===== src/hdl/oid_pkg.sv =====
// Shared types, constants and helpers for the object identifier arc decoder.
// Used by oid_core, oid_result_fifo and oid_subidentifier_decoder_unit.
// No dependencies.
`timescale 1ns / 1ps

package oid_pkg;

    // Arc and accumulator width
    localparam int ARC_WIDTH = 64;

    // Octet layout: continuation flag and seven data bits
    localparam int GROUP_BITS = 7;
    localparam logic [7:0] GROUP_MASK = 8'h7F;
    localparam logic [7:0] CONT_BIT = 8'h80;

    // Split points of the first subidentifier
    localparam logic [ARC_WIDTH-1:0] ARC_DIV = ARC_WIDTH'(40);
    localparam logic [ARC_WIDTH-1:0] ARC_DIV2 = ARC_WIDTH'(2 * 40);

    // Result queue depth: must hold two arcs from one octet
    localparam int RES_DEPTH = 4;
    localparam int RES_PTR_W = $clog2(RES_DEPTH);
    localparam int RES_CNT_W = RES_PTR_W + 1;

    // One content octet
    typedef struct packed {
        logic [7:0] data_byte;
        logic       end_of_content;
    } t_in_item;

    // One decoded arc or error result
    typedef struct packed {
        logic [ARC_WIDTH-1:0] arc_value;
        logic                 last_arc;
        logic                 truncated;
        logic                 overflowed;
    } t_out_item;

    // Results produced by one octet: count of zero, one or two
    typedef struct packed {
        logic [1:0] count;
        t_out_item  res0;
        t_out_item  res1;
    } t_dec_res;

    // Build a result item
    function automatic t_out_item make_res(input logic [ARC_WIDTH-1:0] arc,
                                           input logic last,
                                           input logic trunc,
                                           input logic ovf);
        t_out_item r;
        r.arc_value  = arc;
        r.last_arc   = last;
        r.truncated  = trunc;
        r.overflowed = ovf;
        return r;
    endfunction

endpackage


===== src/hdl/oid_core.sv =====
// Subidentifier accumulator and arc split for one registered octet per cycle while i_fire is high.
// Holds accumulator, first-subidentifier and overflow state. Uses oid_pkg.
`timescale 1ns / 1ps

module oid_core (
    input  logic              i_clk,
    input  logic              i_rst_n,
    input  logic              i_fire,
    input  oid_pkg::t_in_item i_item,
    output oid_pkg::t_dec_res o_dec
);

    logic [oid_pkg::ARC_WIDTH-1:0] r_acc, n_acc;
    logic                          r_first_pending, n_first_pending;
    logic                          r_ovf_seen, n_ovf_seen;

    // Accumulate the octet and work out the results it causes
    always_comb begin
        logic [oid_pkg::ARC_WIDTH-1:0] acc_step;
        logic [oid_pkg::ARC_WIDTH-1:0] sub_val;
        logic                          ovf_step;
        logic                          more;
        logic                          eoc;
        logic [1:0]                    first_arc;

        more = (i_item.data_byte & oid_pkg::CONT_BIT) != 8'h00;
        eoc  = i_item.end_of_content;

        // Shift in seven bits unless set bits would leave the top
        acc_step = r_acc;
        ovf_step = r_ovf_seen;
        if (!r_ovf_seen) begin
            if (r_acc[oid_pkg::ARC_WIDTH-1 -: oid_pkg::GROUP_BITS] != '0) begin
                ovf_step = 1'b1;
            end else begin
                acc_step = {r_acc[oid_pkg::ARC_WIDTH-oid_pkg::GROUP_BITS-1:0],
                            i_item.data_byte[oid_pkg::GROUP_BITS-1:0]};
            end
        end

        // First arc is 0, 1 or 2; second is the remainder
        if (acc_step < oid_pkg::ARC_DIV) begin
            first_arc = 2'd0;
            sub_val   = '0;
        end else if (acc_step < oid_pkg::ARC_DIV2) begin
            first_arc = 2'd1;
            sub_val   = oid_pkg::ARC_DIV;
        end else begin
            first_arc = 2'd2;
            sub_val   = oid_pkg::ARC_DIV2;
        end

        o_dec.count = 2'd0;
        o_dec.res0  = oid_pkg::make_res(acc_step, eoc, 1'b0, 1'b0);
        o_dec.res1  = oid_pkg::make_res(acc_step - sub_val, eoc, 1'b0, 1'b0);

        n_acc           = acc_step;
        n_ovf_seen      = ovf_step;
        n_first_pending = r_first_pending;

        if (more) begin
            // Truncated identifier: report and start over
            if (eoc) begin
                o_dec.count     = 2'd1;
                o_dec.res0      = oid_pkg::make_res('0, 1'b1, 1'b1, ovf_step);
                n_acc           = '0;
                n_ovf_seen      = 1'b0;
                n_first_pending = 1'b1;
            end
        end else begin
            if (ovf_step) begin
                o_dec.count = 2'd1;
                o_dec.res0  = oid_pkg::make_res('0, eoc, 1'b0, 1'b1);
            end else if (r_first_pending) begin
                o_dec.count = 2'd2;
                o_dec.res0  = oid_pkg::make_res(oid_pkg::ARC_WIDTH'(first_arc),
                                                1'b0, 1'b0, 1'b0);
            end else begin
                o_dec.count = 2'd1;
            end
            n_acc           = '0;
            n_ovf_seen      = 1'b0;
            n_first_pending = eoc;
        end
    end

    // Hold state; advance only on a processed octet
    always_ff @(posedge i_clk) begin
        if (!i_rst_n) begin
            r_acc           <= '0;
            r_first_pending <= 1'b1;
            r_ovf_seen      <= 1'b0;
        end else if (i_fire) begin
            r_acc           <= n_acc;
            r_first_pending <= n_first_pending;
            r_ovf_seen      <= n_ovf_seen;
        end
    end

`ifndef SYNTHESIS
    // A finished identifier leaves the decoder expecting a first subidentifier
    a_last_restarts: assert property (@(posedge i_clk) disable iff (!i_rst_n)
        (i_fire && o_dec.count != 2'd0 &&
         ((o_dec.count == 2'd1 && o_dec.res0.last_arc) ||
          (o_dec.count == 2'd2 && o_dec.res1.last_arc)))
        |=> (r_first_pending && r_acc == '0 && !r_ovf_seen))
        else $error("state not cleared after last arc");

    // Only the first subidentifier splits into two arcs
    a_pair_first: assert property (@(posedge i_clk) disable iff (!i_rst_n)
        (i_fire && o_dec.count == 2'd2)
        |-> (r_first_pending && !o_dec.res0.truncated && !o_dec.res0.overflowed))
        else $error("arc pair outside first subidentifier");
`endif

endmodule


===== src/hdl/oid_result_fifo.sv =====
// Small result queue: takes up to two items a cycle, hands out one unless stalled.
// Uses oid_pkg for the item type and depth.
`timescale 1ns / 1ps

module oid_result_fifo (
    input  logic               i_clk,
    input  logic               i_rst_n,
    input  oid_pkg::t_dec_res  i_wr,
    output logic               o_room2,
    output logic               o_valid,
    input  logic               i_stall,
    output oid_pkg::t_out_item o_item
);

    oid_pkg::t_out_item r_mem [oid_pkg::RES_DEPTH];
    logic [oid_pkg::RES_PTR_W-1:0] r_wr_ptr, r_rd_ptr;
    logic [oid_pkg::RES_CNT_W-1:0] r_count;
    logic [oid_pkg::RES_PTR_W-1:0] wr_ptr1;
    logic                          rd_fire;

    assign wr_ptr1 = r_wr_ptr + oid_pkg::RES_PTR_W'(1);
    assign rd_fire = o_valid && !i_stall;
    assign o_valid = r_count != '0;
    assign o_item  = r_mem[r_rd_ptr];
    assign o_room2 = r_count <= oid_pkg::RES_CNT_W'(oid_pkg::RES_DEPTH - 2);

    // Store new results in free slots
    always_ff @(posedge i_clk) begin
        if (i_wr.count != 2'd0) begin
            r_mem[r_wr_ptr] <= i_wr.res0;
        end
        if (i_wr.count == 2'd2) begin
            r_mem[wr_ptr1] <= i_wr.res1;
        end
    end

    // Advance pointers and count
    always_ff @(posedge i_clk) begin
        if (!i_rst_n) begin
            r_wr_ptr <= '0;
            r_rd_ptr <= '0;
            r_count  <= '0;
        end else begin
            r_wr_ptr <= r_wr_ptr + oid_pkg::RES_PTR_W'(i_wr.count);
            if (rd_fire) begin
                r_rd_ptr <= r_rd_ptr + oid_pkg::RES_PTR_W'(1);
            end
            r_count <= r_count + oid_pkg::RES_CNT_W'(i_wr.count)
                       - oid_pkg::RES_CNT_W'(rd_fire);
        end
    end

`ifndef SYNTHESIS
    // Never write more items than there are free slots
    a_no_overrun: assert property (@(posedge i_clk) disable iff (!i_rst_n)
        (i_wr.count != 2'd0) |-> o_room2)
        else $error("result queue overrun");

    // Count stays within depth
    a_count_range: assert property (@(posedge i_clk) disable iff (!i_rst_n)
        r_count <= oid_pkg::RES_CNT_W'(oid_pkg::RES_DEPTH))
        else $error("result count out of range");
`endif

endmodule


===== src/hdl/oid_subidentifier_decoder_unit.sv =====
// Top level of the object identifier arc decoder.
// Instantiates oid_core and oid_result_fifo; uses oid_pkg.
`timescale 1ns / 1ps

// Decodes the content octets of an OBJECT IDENTIFIER, one octet per item, into
// 64-bit arcs. An octet is taken every cycle unless the input stalls; it is
// held in the input register, decoded into up to two results and queued in
// the result queue, from which each arc is read. The output port delivers one
// arc a cycle while not stalled, so the first subidentifier of an identifier,
// which yields two arcs, holds the output for both; the four-entry result
// queue absorbs this, and the input stalls only when the queue has fewer than
// two free slots. Truncated content and subidentifiers wider than 64 bits give
// error results with arc value zero and the truncated or overflowed flag set.
module oid_subidentifier_decoder_unit (
    input  logic               i_clk,
    input  logic               i_rst_n,
    input  logic               i_in_valid,
    output logic               o_in_stall,
    input  oid_pkg::t_in_item  i_in_item,
    output logic               o_out_valid,
    input  logic               i_out_stall,
    output oid_pkg::t_out_item o_out_item
);

    logic              r_in_valid;
    oid_pkg::t_in_item r_in_item;
    logic              room2;
    logic              fire;
    oid_pkg::t_dec_res dec;
    oid_pkg::t_dec_res wr;

    // Decode the held octet once two result slots are free
    assign fire       = r_in_valid && room2;
    assign o_in_stall = r_in_valid && !room2;

    always_comb begin
        wr = dec;
        if (!fire) begin
            wr.count = 2'd0;
        end
    end

    // Input register: hold while stalled, load when empty or draining
    always_ff @(posedge i_clk) begin
        if (!i_rst_n) begin
            r_in_valid <= 1'b0;
        end else if (!o_in_stall) begin
            r_in_valid <= i_in_valid;
        end
    end

    always_ff @(posedge i_clk) begin
        if (!o_in_stall && i_in_valid) begin
            r_in_item <= i_in_item;
        end
    end

    oid_core u_core (
        .i_clk   (i_clk),
        .i_rst_n (i_rst_n),
        .i_fire  (fire),
        .i_item  (r_in_item),
        .o_dec   (dec)
    );

    oid_result_fifo u_fifo (
        .i_clk   (i_clk),
        .i_rst_n (i_rst_n),
        .i_wr    (wr),
        .o_room2 (room2),
        .o_valid (o_out_valid),
        .i_stall (i_out_stall),
        .o_item  (o_out_item)
    );

`ifndef SYNTHESIS
    // An empty input register never stalls the source
    a_empty_no_stall: assert property (@(posedge i_clk) disable iff (!i_rst_n)
        !r_in_valid |-> !o_in_stall)
        else $error("stall with empty input register");
`endif

endmodule

===== config.mk =====
export PLATFORM = sky130hd
export DESIGN_NAME = oid_subidentifier_decoder_unit
export DESIGN_NICKNAME = d
export VERILOG_FILES = /design/src/hdl/oid_pkg.sv /design/src/hdl/oid_core.sv /design/src/hdl/oid_result_fifo.sv /design/src/hdl/oid_subidentifier_decoder_unit.sv
export SDC_FILE = /design/constraint.sdc
export NUM_CORES = 1
export LEC_CHECK = 0
export ABC_CLOCK_PERIOD_IN_PS = 11950
export BUFFER_PORTS_ARGS = -buffer_cell sky130_fd_sc_hd__buf_2
export CAP_MARGIN = 5
export CORE_MARGIN = 5
export CORE_UTILIZATION = 50
export CTS_CLUSTER_SIZE = 8
export DETAILED_ROUTE_END_ITERATION = 6
export HOLD_SLACK_MARGIN = 0.08
export PLACE_DENSITY = 0.67
export SKIP_CTS_REPAIR_TIMING = 1
export SLEW_MARGIN = 20
export SYNTH_ARGS = -nofsm -noshare
export SYNTH_HDL_FRONTEND = slang
export SYNTH_HIERARCHICAL = 1
export SYNTH_SLANG_ARGS = --single-unit

===== constraint.sdc =====
create_clock -name i_clk -period 11.95 [get_ports i_clk]
set_input_delay 1.195 -clock i_clk [delete_from_list [all_inputs] [get_ports i_clk]]
set_output_delay 1.195 -clock i_clk [all_outputs]
set_load 0.1 [all_outputs]

=== After elaboration in Yosys (flattened, before gate mapping) ===
Memories as Yosys holds them, arrays and structs flattened. A register that Yosys moved wholly into a read port is not among the register bits.
Cells that the tools add are included.

* Add/sub/neg operators: 6
* $lt $le $gt $ge: 3
* Eq/ne operators: 2
* Muxes and demuxes: 26
* Reduce and logical (&&, ||, !) cells: 11

{| class="wikitable"
|+ Operator list
! cell !! count
|-
| 2-to-1 mux 64 bit || 5
|-
| 2-to-1 mux 69 bit || 2
|-
| 2-to-1 mux 68 bit || 1
|-
| 2-to-1 mux 67 bit || 1
|-
| less-than comparator 64 x 6 -> 1 bit, second input constant || 1
|-
| less-than comparator 64 x 7 -> 1 bit, second input constant || 1
|-
| subtractor 64 bit || 1
|-
| 2-to-1 mux 2 bit || 6
|-
| 2-to-1 mux 1 bit || 10
|-
| 2-to-1 mux 7 bit || 1
|-
| nonzero test 7 bit || 1
|-
| adder 2 x 1 -> 2 bit, second input constant || 2
|-
| logical AND 1 bit || 4
|-
| adder 3 x 2 -> 3 bit || 1
|-
| less-or-equal comparator 3 x 2 -> 1 bit, second input constant || 1
|-
| logical NOT 1 bit || 3
|-
| nonzero test 3 bit || 1
|-
| subtractor 3 x 1 -> 3 bit || 1
|-
| adder 2 bit || 1
|-
| equality test 2 bit, second input constant || 1
|-
| inequality test 2 bit, second input constant || 1
|-
| AND reduction 2 bit || 1
|-
| nonzero test 2 bit || 1
|}

* Flip-flop bits (word level): 83
* RAM bits: 268
* Bits of input ports: 13
* Memories: 1

{| class="wikitable"
|+ Memories
! name !! words !! width !! rd ports !! clocked after memory_dff !! wr ports !! line !! text
|-
| u_fifo.r_mem || 4 || 67 || 1 || 1 || 2 || oid_result_fifo.sv:15 || <nowiki>oid_pkg::t_out_item r_mem [oid_pkg::RES_DEPTH];</nowiki>
|}

=== Logic depth before layout (Yosys ltp) ===
Gate-level depths: netlist (run 1).

* Depth after elaboration: 13
* Gate-level depth with buffers: 19
* Depth with buffers taken out: 17

=== Modules after synthesis ===
The synthesis (run 1) kept the hierarchy.

{| class="wikitable"
|+ Modules (own cells, without submodules)
! module !! times used !! cells an instance !! area an instance (um^2) !! seq. area each (um^2)
|-
| oid_result_fifo || 1 || 702 || 13,630.6 || 8,227.9
|-
| oid_core || 1 || 839 || 6,238.5 || 1,321.3
|-
| oid_subidentifier_decoder_unit || 1 || 16 || 336.6 || 290.3
|}

=== Worst setup path before layout (run 1) ===
OpenSTA, ideal clock, no wires.

* Path kind: reg2reg
* Start: register u_core/r_acc[57] in the netlist's numbering
* End: memory u_fifo/r_mem[0][0] in the netlist's numbering (enable)
* Library setup time: 0.591 ns
* Arrival time: 7.437 ns
* Data required time: 11.359 ns
* Setup slack: 3.922 ns
* Cell stages (with the launch flop): 11
* Clock period less this slack: 8.028 ns
* Cell sequence: dfxtp_1 or3_1 nor3_4 clkbuf_1 buf_2 buf_1 nand3b_1 inv_1 and3_1 nor2_1 o31ai_1

{| class="wikitable"
|+ RTL lines
! item !! line !! text
|-
| from (decl) || oid_core.sv:13 || <nowiki>logic [oid_pkg::ARC_WIDTH-1:0] r_acc, n_acc;</nowiki>
|-
| from (signal assigned) || oid_core.sv:94 || <nowiki>r_acc <= n_acc;</nowiki>
|-
| to (decl) || oid_result_fifo.sv:15 ||
|}

==> results.toml, run 1 <==
[placement]
gp_congestion = 0.922
dpl.hpwl_um = 31000
io_buffers = 81
place_ws_ns = 5.30
dp_cells = 2036

[worst_setup_path]
r2r_end = "u_fifo/r_mem[1][60]"
worstPathArrival_ns = 7.04
r2r_slack_ns = 5.21
endpoint_kind = "flip-flop"
worstSetupPathType = "reg2reg"
start_kind = "flip-flop"
crit_path_max_fanout = 58
rr_worst_depth = 17
worst_ep_required_time_ns = 12.26
regToRegStartpoint = "u_core/r_acc[57]"

[detailed_routing]
dr.pass1.iters = 5
antenna_left = 0
avgViaCountPerCell = 6.11
drc = 0
wl_per_cell_um = 23.3
routed-via-count = 13013
wl_um = 49600
drt_iter0_markers = 862

[power]
power_density_nw_per_um2 = 193
leakagePower_nw = 8.01
peakVddDrop_mv = 0.211
fin_total_pwr_mw = 4.29

[clocking]
cts_max_level = 2
cts_tree = "done"
clockRootBuffer = "clkbuf_16"
insertion_delay_ns = 0.56
clock-sinks = 353
max-clock-path-buffers = 3
cts_made_buffers = 50
path_clk_slew_ns = 0.05

[min_path]
hp-start = "u_fifo/r_rd_ptr[1]"
whs_endpoint = "u_fifo/r_rd_ptr[1]"
hold_depth = 2
hold_path_class = "reg2reg"

[grt]
grt_pass1_vias = 13479
grt_use_total_pct = 22.2
grt_max_degree = 69
grt_overflow = 0
grt_pass1_wl_um = 78500
antenna_found_initial = 0

[finish]
diodes = 0
multi_input_area_um2 = 9620
areaGrowthSynthToFinish_pct = 10.1
drive_gt1_share_pct = 32.6
layout.nets = 1586
fin_cells = 2130
fillers = 3352
ff_latch_area_um2 = 9840

[timing]
maxSlewViolCount = 0
period_minus_slack_ns = 6.74
finalWorstSetupSlack_ns = 5.21
finalCritPeriodShare_pct = 56.4
max_freq_mhz = 148
skew_ns = 0.0106
worst_pin_slew_ns = 1.14
slew_headroom_pct = 23.9
whs_ns = 0.473
finalSetupViolCount = 0
finalHoldViolations = 0
rsz0062_at_grt = "false"
tns_ns = 0

[logic_synthesis]
yosysSeqAreaShare_pct = 48.7
ys_top_cells_by_area = "edfxtp_1 41%, mux2_2 12%, dfxtp_1 7.5%"
synth_top_area_share_pct = 41.2
avgSynthCellArea_um2 = 13.0
netlist_area_um2 = 20200
async_reset_ff_share_pct = 0
yosys.area.top_type = "edfxtp_1"
synthTopCellsByCount = "277 x edfxtp_1, 216 x mux2_2, 85 x clkbuf_1"
yosysUniqueCellTypes = 76
synth_flop_cell = "edfxtp_1"
synth-seq-cells = 353
synth_most_common_cell = "edfxtp_1"
synth_edf_count = 277
synthCells = 1557
yosys_warnings = 6

[die]
die_h_um = 211
start_util_pct = 50.7
pin_count = 82
fp-row-count = 73
die_w_um = 211
dieArea_um2 = 44500
placeableCoreArea_um2 = 39800

[run]
cap_violations = 0

[outcome]
status = "finished clean"
[critical path, cell delays in order (launching register included)]
cell and delay, ns:
dfxtp_1 0.36, or3_1 0.47, nor3_4 0.46, buf_4 0.66
mux2i_1 0.40, o2111a_1 0.31, and4_1 0.38, and3_1 0.22
ha_1 0.18, inv_1 0.06, fa_1 0.41, a21o_1 0.19
a21oi_1 0.64, nand2_1 0.46, nor3_2 0.48, a21oi_1 0.13
a221o_1 0.32, mux2_2 0.27
[worst max-delay path by stage]
stage | startpoint | cells after the start | endpoint | slack (ns)
finish | u_core/r_acc[57] | 17 | u_fifo/r_mem[1][60] | 5.21
global route | u_core/r_acc[57] | 17 | u_fifo/r_mem[1][60] | 4.86
CTS | u_core/r_acc[57] | 17 | u_fifo/r_mem[1][60] | 5.26
detailed placement | u_core/r_acc[57] | 17 | u_fifo/r_mem[1][60] | 5.30
global placement | u_core/r_acc[60] | 17 | u_fifo/r_mem[1][60] | 5.47
floorplan | u_core/r_acc[57] | 10 | u_fifo/r_mem[0][0] | 3.92
[layout make-up]
| cell class | instances | area share (%) |
|---|---|---|
| Inverter | 15 | 0.253 |
| Sequential cell | 353 | 44.3 |
| Tap cell | 525 | 2.95 |
| Multi-Input combinational cell | 1040 | 43.2 |
| Timing Repair Buffer | 103 | 2.57 |
| Clock inverter | 1 | 0.0338 |
| Clock buffer | 93 | 6.68 |
[report_power, final]
| part | leakage (nW) | switching (mW) | internal, mW |
|---|---|---|---|
| Sequential | 3.11 | 0.0526 | 1.42 |
| Combinational | 4.19 | 1.11 | 0.386 |
| Clock | 0.707 | 0.503 | 0.826 |
| Total | 8.01 | 1.66 | 2.63 |
[routing by layer]
layer	routed length (um)	GRT usage (%)	part of all wire, %
met5	0	0	0
met2	24000	36.6	48
met1	22200	31.3	45
met4	933	5.63	1.9
met3	2420	2.97	4.9
[cell usage in the layout (no fill, tap or decap), types with 23 or more instances in the layout]
master	instances
edfxtp_1	277
mux2_2	216
buf_2	81
dfxtp_1	74
nor2_1	72
mux4_2	67
nor2b_1	61
nand2_1	59
mux2i_1	55
a22o_1	54
clkbuf_16	53
a22oi_1	53
mux2_4	49
xnor2_1	43
clkbuf_1	39
xor2_1	35
nor3_1	34
nand3_1	30
a21oi_1	23
[flip-flops by register name, summed over array words and instances, names as in the netlist, named ones only]
name,count
u_fifo/r_wr_ptr,2
u_fifo/r_mem,268
u_core/r_first_pending,1
u_core/r_ovf_seen,1
u_core/r_acc,64
r_in_item,9
u_fifo/r_count,3
r_in_valid,1
u_fifo/r_rd_ptr,2
[kinds of logic after synthesis]
logic type | Yosys count | synth area share (%)
compound gates | 196 | 7.20
fa+ha+maj | 10 | 0.694
other cells | 1 | 0.0186
flops | 353 | 48.7
mux | 391 | 26.1
xor+xnor | 78 | 3.38
simple gates | 363 | 9.75
buf+inv | 165 | 4.16
[per-stage QoR]
stage,area [um2],utilization (%)
finish,22200,55.8
global route,22200,55.8
CTS,22200,55.8
detailed placement,20700,52.1
global placement,20700,52.1
floorplan,20200,-
Power figures use the tool's default switching activity.
==> run 2: changes to the inputs <==
--- a/config.mk
+++ b/config.mk
@@ -5,7 +5,8 @@
 export SDC_FILE = /design/constraint.sdc
 export NUM_CORES = 1
 export LEC_CHECK = 0
-export ABC_CLOCK_PERIOD_IN_PS = 11950
+export ABC_AREA = 1
+export ABC_CLOCK_PERIOD_IN_PS = 5500
 export BUFFER_PORTS_ARGS = -buffer_cell sky130_fd_sc_hd__buf_2
 export CAP_MARGIN = 5
 export CORE_MARGIN = 5
@@ -13,7 +14,7 @@
 export CTS_CLUSTER_SIZE = 8
 export DETAILED_ROUTE_END_ITERATION = 6
 export HOLD_SLACK_MARGIN = 0.08
-export PLACE_DENSITY = 0.67
+export PLACE_DENSITY = 0.69
 export SKIP_CTS_REPAIR_TIMING = 1
 export SLEW_MARGIN = 20
 export SYNTH_ARGS = -nofsm -noshare
==> constraint.sdc (replaced) <==
create_clock -name i_clk -period 5.5 [get_ports i_clk]
set_input_delay 0.55 -clock i_clk [delete_from_list [all_inputs] [get_ports i_clk]]
set_output_delay 0.55 -clock i_clk [all_outputs]
set_load 0.1 [all_outputs]
==> run 2 against run 1 <==
  * Clock skew is 0.015 ns higher
  * Sequential share of layout area is 0.38 points higher
  * Fmax is 34% higher
  * Core utilization is 0.35 points lower
  * Worst setup slack worse by 4.8 ns
  * Synthesized area is 0.77% lower
  * Synthesized cell count is 64% higher
  * Clock power is 120% higher
  * Critical path type unchanged
  * Non-clock buffer count is 4 higher
  * Total power grew to 2.7 times the previous value
  * Die area is 0.74% lower
==> results.toml, run 2 <==
[die]
die_w_um = 210
pin_count = 82
dieArea_um2 = 44200
start_util_pct = 50.5
die_h_um = 210
fp-row-count = 73
placeableCoreArea_um2 = 39700

[clocking]
clockRootBuffer = "clkbuf_16"
cts_made_buffers = 50
path_clk_slew_ns = 0.05
cts_tree = "done"
insertion_delay_ns = 0.59
clock-sinks = 353
max-clock-path-buffers = 3
cts_max_level = 2

[timing]
maxSlewViolCount = 0
period_minus_slack_ns = 5.05
finalCritPeriodShare_pct = 91.7
finalSetupViolCount = 0
max_freq_mhz = 198
slew_headroom_pct = 26.9
tns_ns = 0
worst_pin_slew_ns = 1.08
rsz0062_at_grt = "false"
skew_ns = 0.0254
finalHoldViolations = 0

[min_path]
hold_path_class = "in2reg"
hold_depth = 1
whs_endpoint = "r_in_item[4]"
hp-start = "i_in_item[4]"

[worst_setup_path]
start_kind = "flip-flop"
r2r_slack_ns = 0.45
regToRegStartpoint = "u_core/r_acc[61]"
worstPathArrival_ns = 5.34
worstSetupPathType = "reg2reg"
rr_worst_depth = 24
r2r_end = "u_fifo/r_mem[1][46]"
cpLargestDelayFamily = "simple AND/OR/NAND/NOR gates"
endpoint_kind = "flip-flop"
crit_path_max_fanout = 65
crit_chain = "nor2_1 -> nand2_2 -> nor2_8 -> buf_12 -> o21ai_0 -> nand2_1 -> nor2_4 -> nand3_1 -> nor2_1 -> nand3_1 -> inv_1 -> ha_1 -> inv_1 -> fa_1 -> a31oi_1 -> nand3_2 -> nor2_4 -> inv_2 -> nor2_2 -> nand3_1 -> nand2_1 -> nand2_1 -> inv_1 -> o21ai_0"
path_buf_inv = 5
max_stage_delay_ns = 0.49
cp.depth = 24
slowest_stage = "o21ai_0"
worst_ep_required_time_ns = 5.79

[finish]
fin_cells = 3135
final_common_cell = "nand2_1"
largest_reg_flops = 268
layout.nets = 2593
areaGrowthSynthToFinish_pct = 9.98
final_cell_mix = "655 x nand2_1, 409 x o21ai_0, 277 x edfxtp_1"
reg_top3 = "u_fifo/r_mem x268, u_core/r_acc x64, r_in_item x9"
diodes = 0
drive_gt1_share_pct = 9.46
fillers = 3665
top_register = "u_fifo/r_mem"

[placement]
io_buffers = 81
dp_cells = 3043
gp_congestion = 1.02
dpl.hpwl_um = 40500

[logic_synthesis]
yosysUniqueCellTypes = 40
async_reset_ff_share_pct = 0
synth_flop_cell = "edfxtp_1"
synthTopCellsByCount = "658 x nand2_1, 409 x o21ai_0, 277 x edfxtp_1"
ys_top_cells_by_area = "edfxtp_1 41%, nand2_1 12%, o21ai_0 10%"
yosys_warnings = 6
synth-seq-cells = 353
netlist_area_um2 = 20000
synth_top_area_share_pct = 41.5
yosys.area.top_type = "edfxtp_1"
synth_edf_count = 277
yosysSeqAreaShare_pct = 49.1
synthCells = 2561
synth_most_common_cell = "nand2_1"
avgSynthCellArea_um2 = 7.83

[detailed_routing]
dr.pass1.iters = 6
avgViaCountPerCell = 5.70
antenna_left = 0
routed-via-count = 17879
wl_um = 61100
drc = 0
wl_per_cell_um = 19.5
drt_iter0_markers = 1743

[grt]
grt_use_total_pct = 26.9
grt_max_degree = 112
grt_pass1_vias = 16704
grt_overflow = 0
antenna_found_initial = 0
grt_pass1_wl_um = 93700

[run]
cap_violations = 0

[power]
power_density_nw_per_um2 = 519
peakVddDrop_mv = 0.420
leakagePower_nw = 8.57

[outcome]
status = "finished clean"
## run 2: cell types whose count changed in the layout (fill, tap and decap cells not counted), moves of 53 or more
| cell | delta |
|---|---|
| mux2_2 | -216 |
| nor2b_1 | -60 |
| nor2_1 | +183 |
| mux2i_1 | -55 |
| mux4_2 | -67 |
| nand2_1 | +596 |
| a22o_1 | -54 |
| o21ai_1 | +181 |
| inv_1 | +216 |
| o22ai_1 | +64 |
| o21ai_0 | +396 |
| a22oi_1 | -53 |
## run 2: power by group
group,switching (mW),total (mW),internal [mW]
combinational,4.23,5.19,0.961
sequential,0.179,3.39,3.21
clock,1.15,2.86,1.71
total,5.56,11.4,5.88
## run 2: layout make-up
cell class                 instances  area [um2]  area share, %
sequential                       353        9840           44.6
inverter                         239         898           4.07
multi-input combinational       1819        8550           38.8
tap                              525         657           2.98
clock inverter                     5        42.5          0.193
timing repair buffer             107         663           3.01
clock buffer                      87        1400           6.35
## run 2: worst max path at each step
stage | slack [ns] | to | startpoint
floorplan | 0.17 | u_fifo/r_mem[3][0] | u_core/r_acc[59]
global placement | 0.55 | u_fifo/r_mem[1][54] | u_core/r_acc[59]
detailed placement | 0.43 | u_fifo/r_mem[1][46] | u_core/r_acc[61]
CTS | 0.42 | u_fifo/r_mem[1][46] | u_core/r_acc[61]
global route | 0.003 | u_fifo/r_mem[1][44] | u_core/r_acc[59]
finish | 0.45 | u_fifo/r_mem[1][46] | u_core/r_acc[61]
## run 2: per-stage QoR
stage          util (%)  hold slack, ns  power [mW]  instance area, um2  setup slack [ns]
6_report           55.5           0.147        11.4               22100             0.454
5_1_grt            55.5           0.126        12.0               22100           0.00273
4_1_cts            55.5           0.120        11.4               22000             0.416
3_5_place_dp       51.8           0.452        8.57               20600             0.433
3_3_place_gp       51.8           0.444        8.52               20600             0.548
2_1_floorplan         -           0.436        7.35               20100             0.173
## run 2: cell families (layout without fill, tap and decap cells)
| family | count (synthesis) | count (layout) | share of synthesized area (%) |
|---|---|---|---|
| AO/OA/AOI/OAI | 747 | 747 | 19.3 |
| buffers and inverters | 390 | 438 | 8.66 |
| other | 1 | 2 | 0.0187 |
| adder cells (fa/ha/maj) | 10 | 10 | 0.699 |
| XOR/XNOR | 31 | 31 | 1.35 |
| AND/OR/NAND/NOR | 1029 | 1029 | 20.9 |
| flip-flops | 353 | 353 | 49.1 |
## run 2: routing by layer
layer / share of wire (%) / wire, um / vias up / global-route usage, %
met2: 47 / 28900 / 710 / 44.1
met4: 2.3 / 1400 / 0 / 7.11
met1: 43 / 26200 / 8469 / 36.8
li1: - / - / 8602 / -
met3: 7.6 / 4640 / 98 / 5.33
met5: 0 / 0 / - / 0
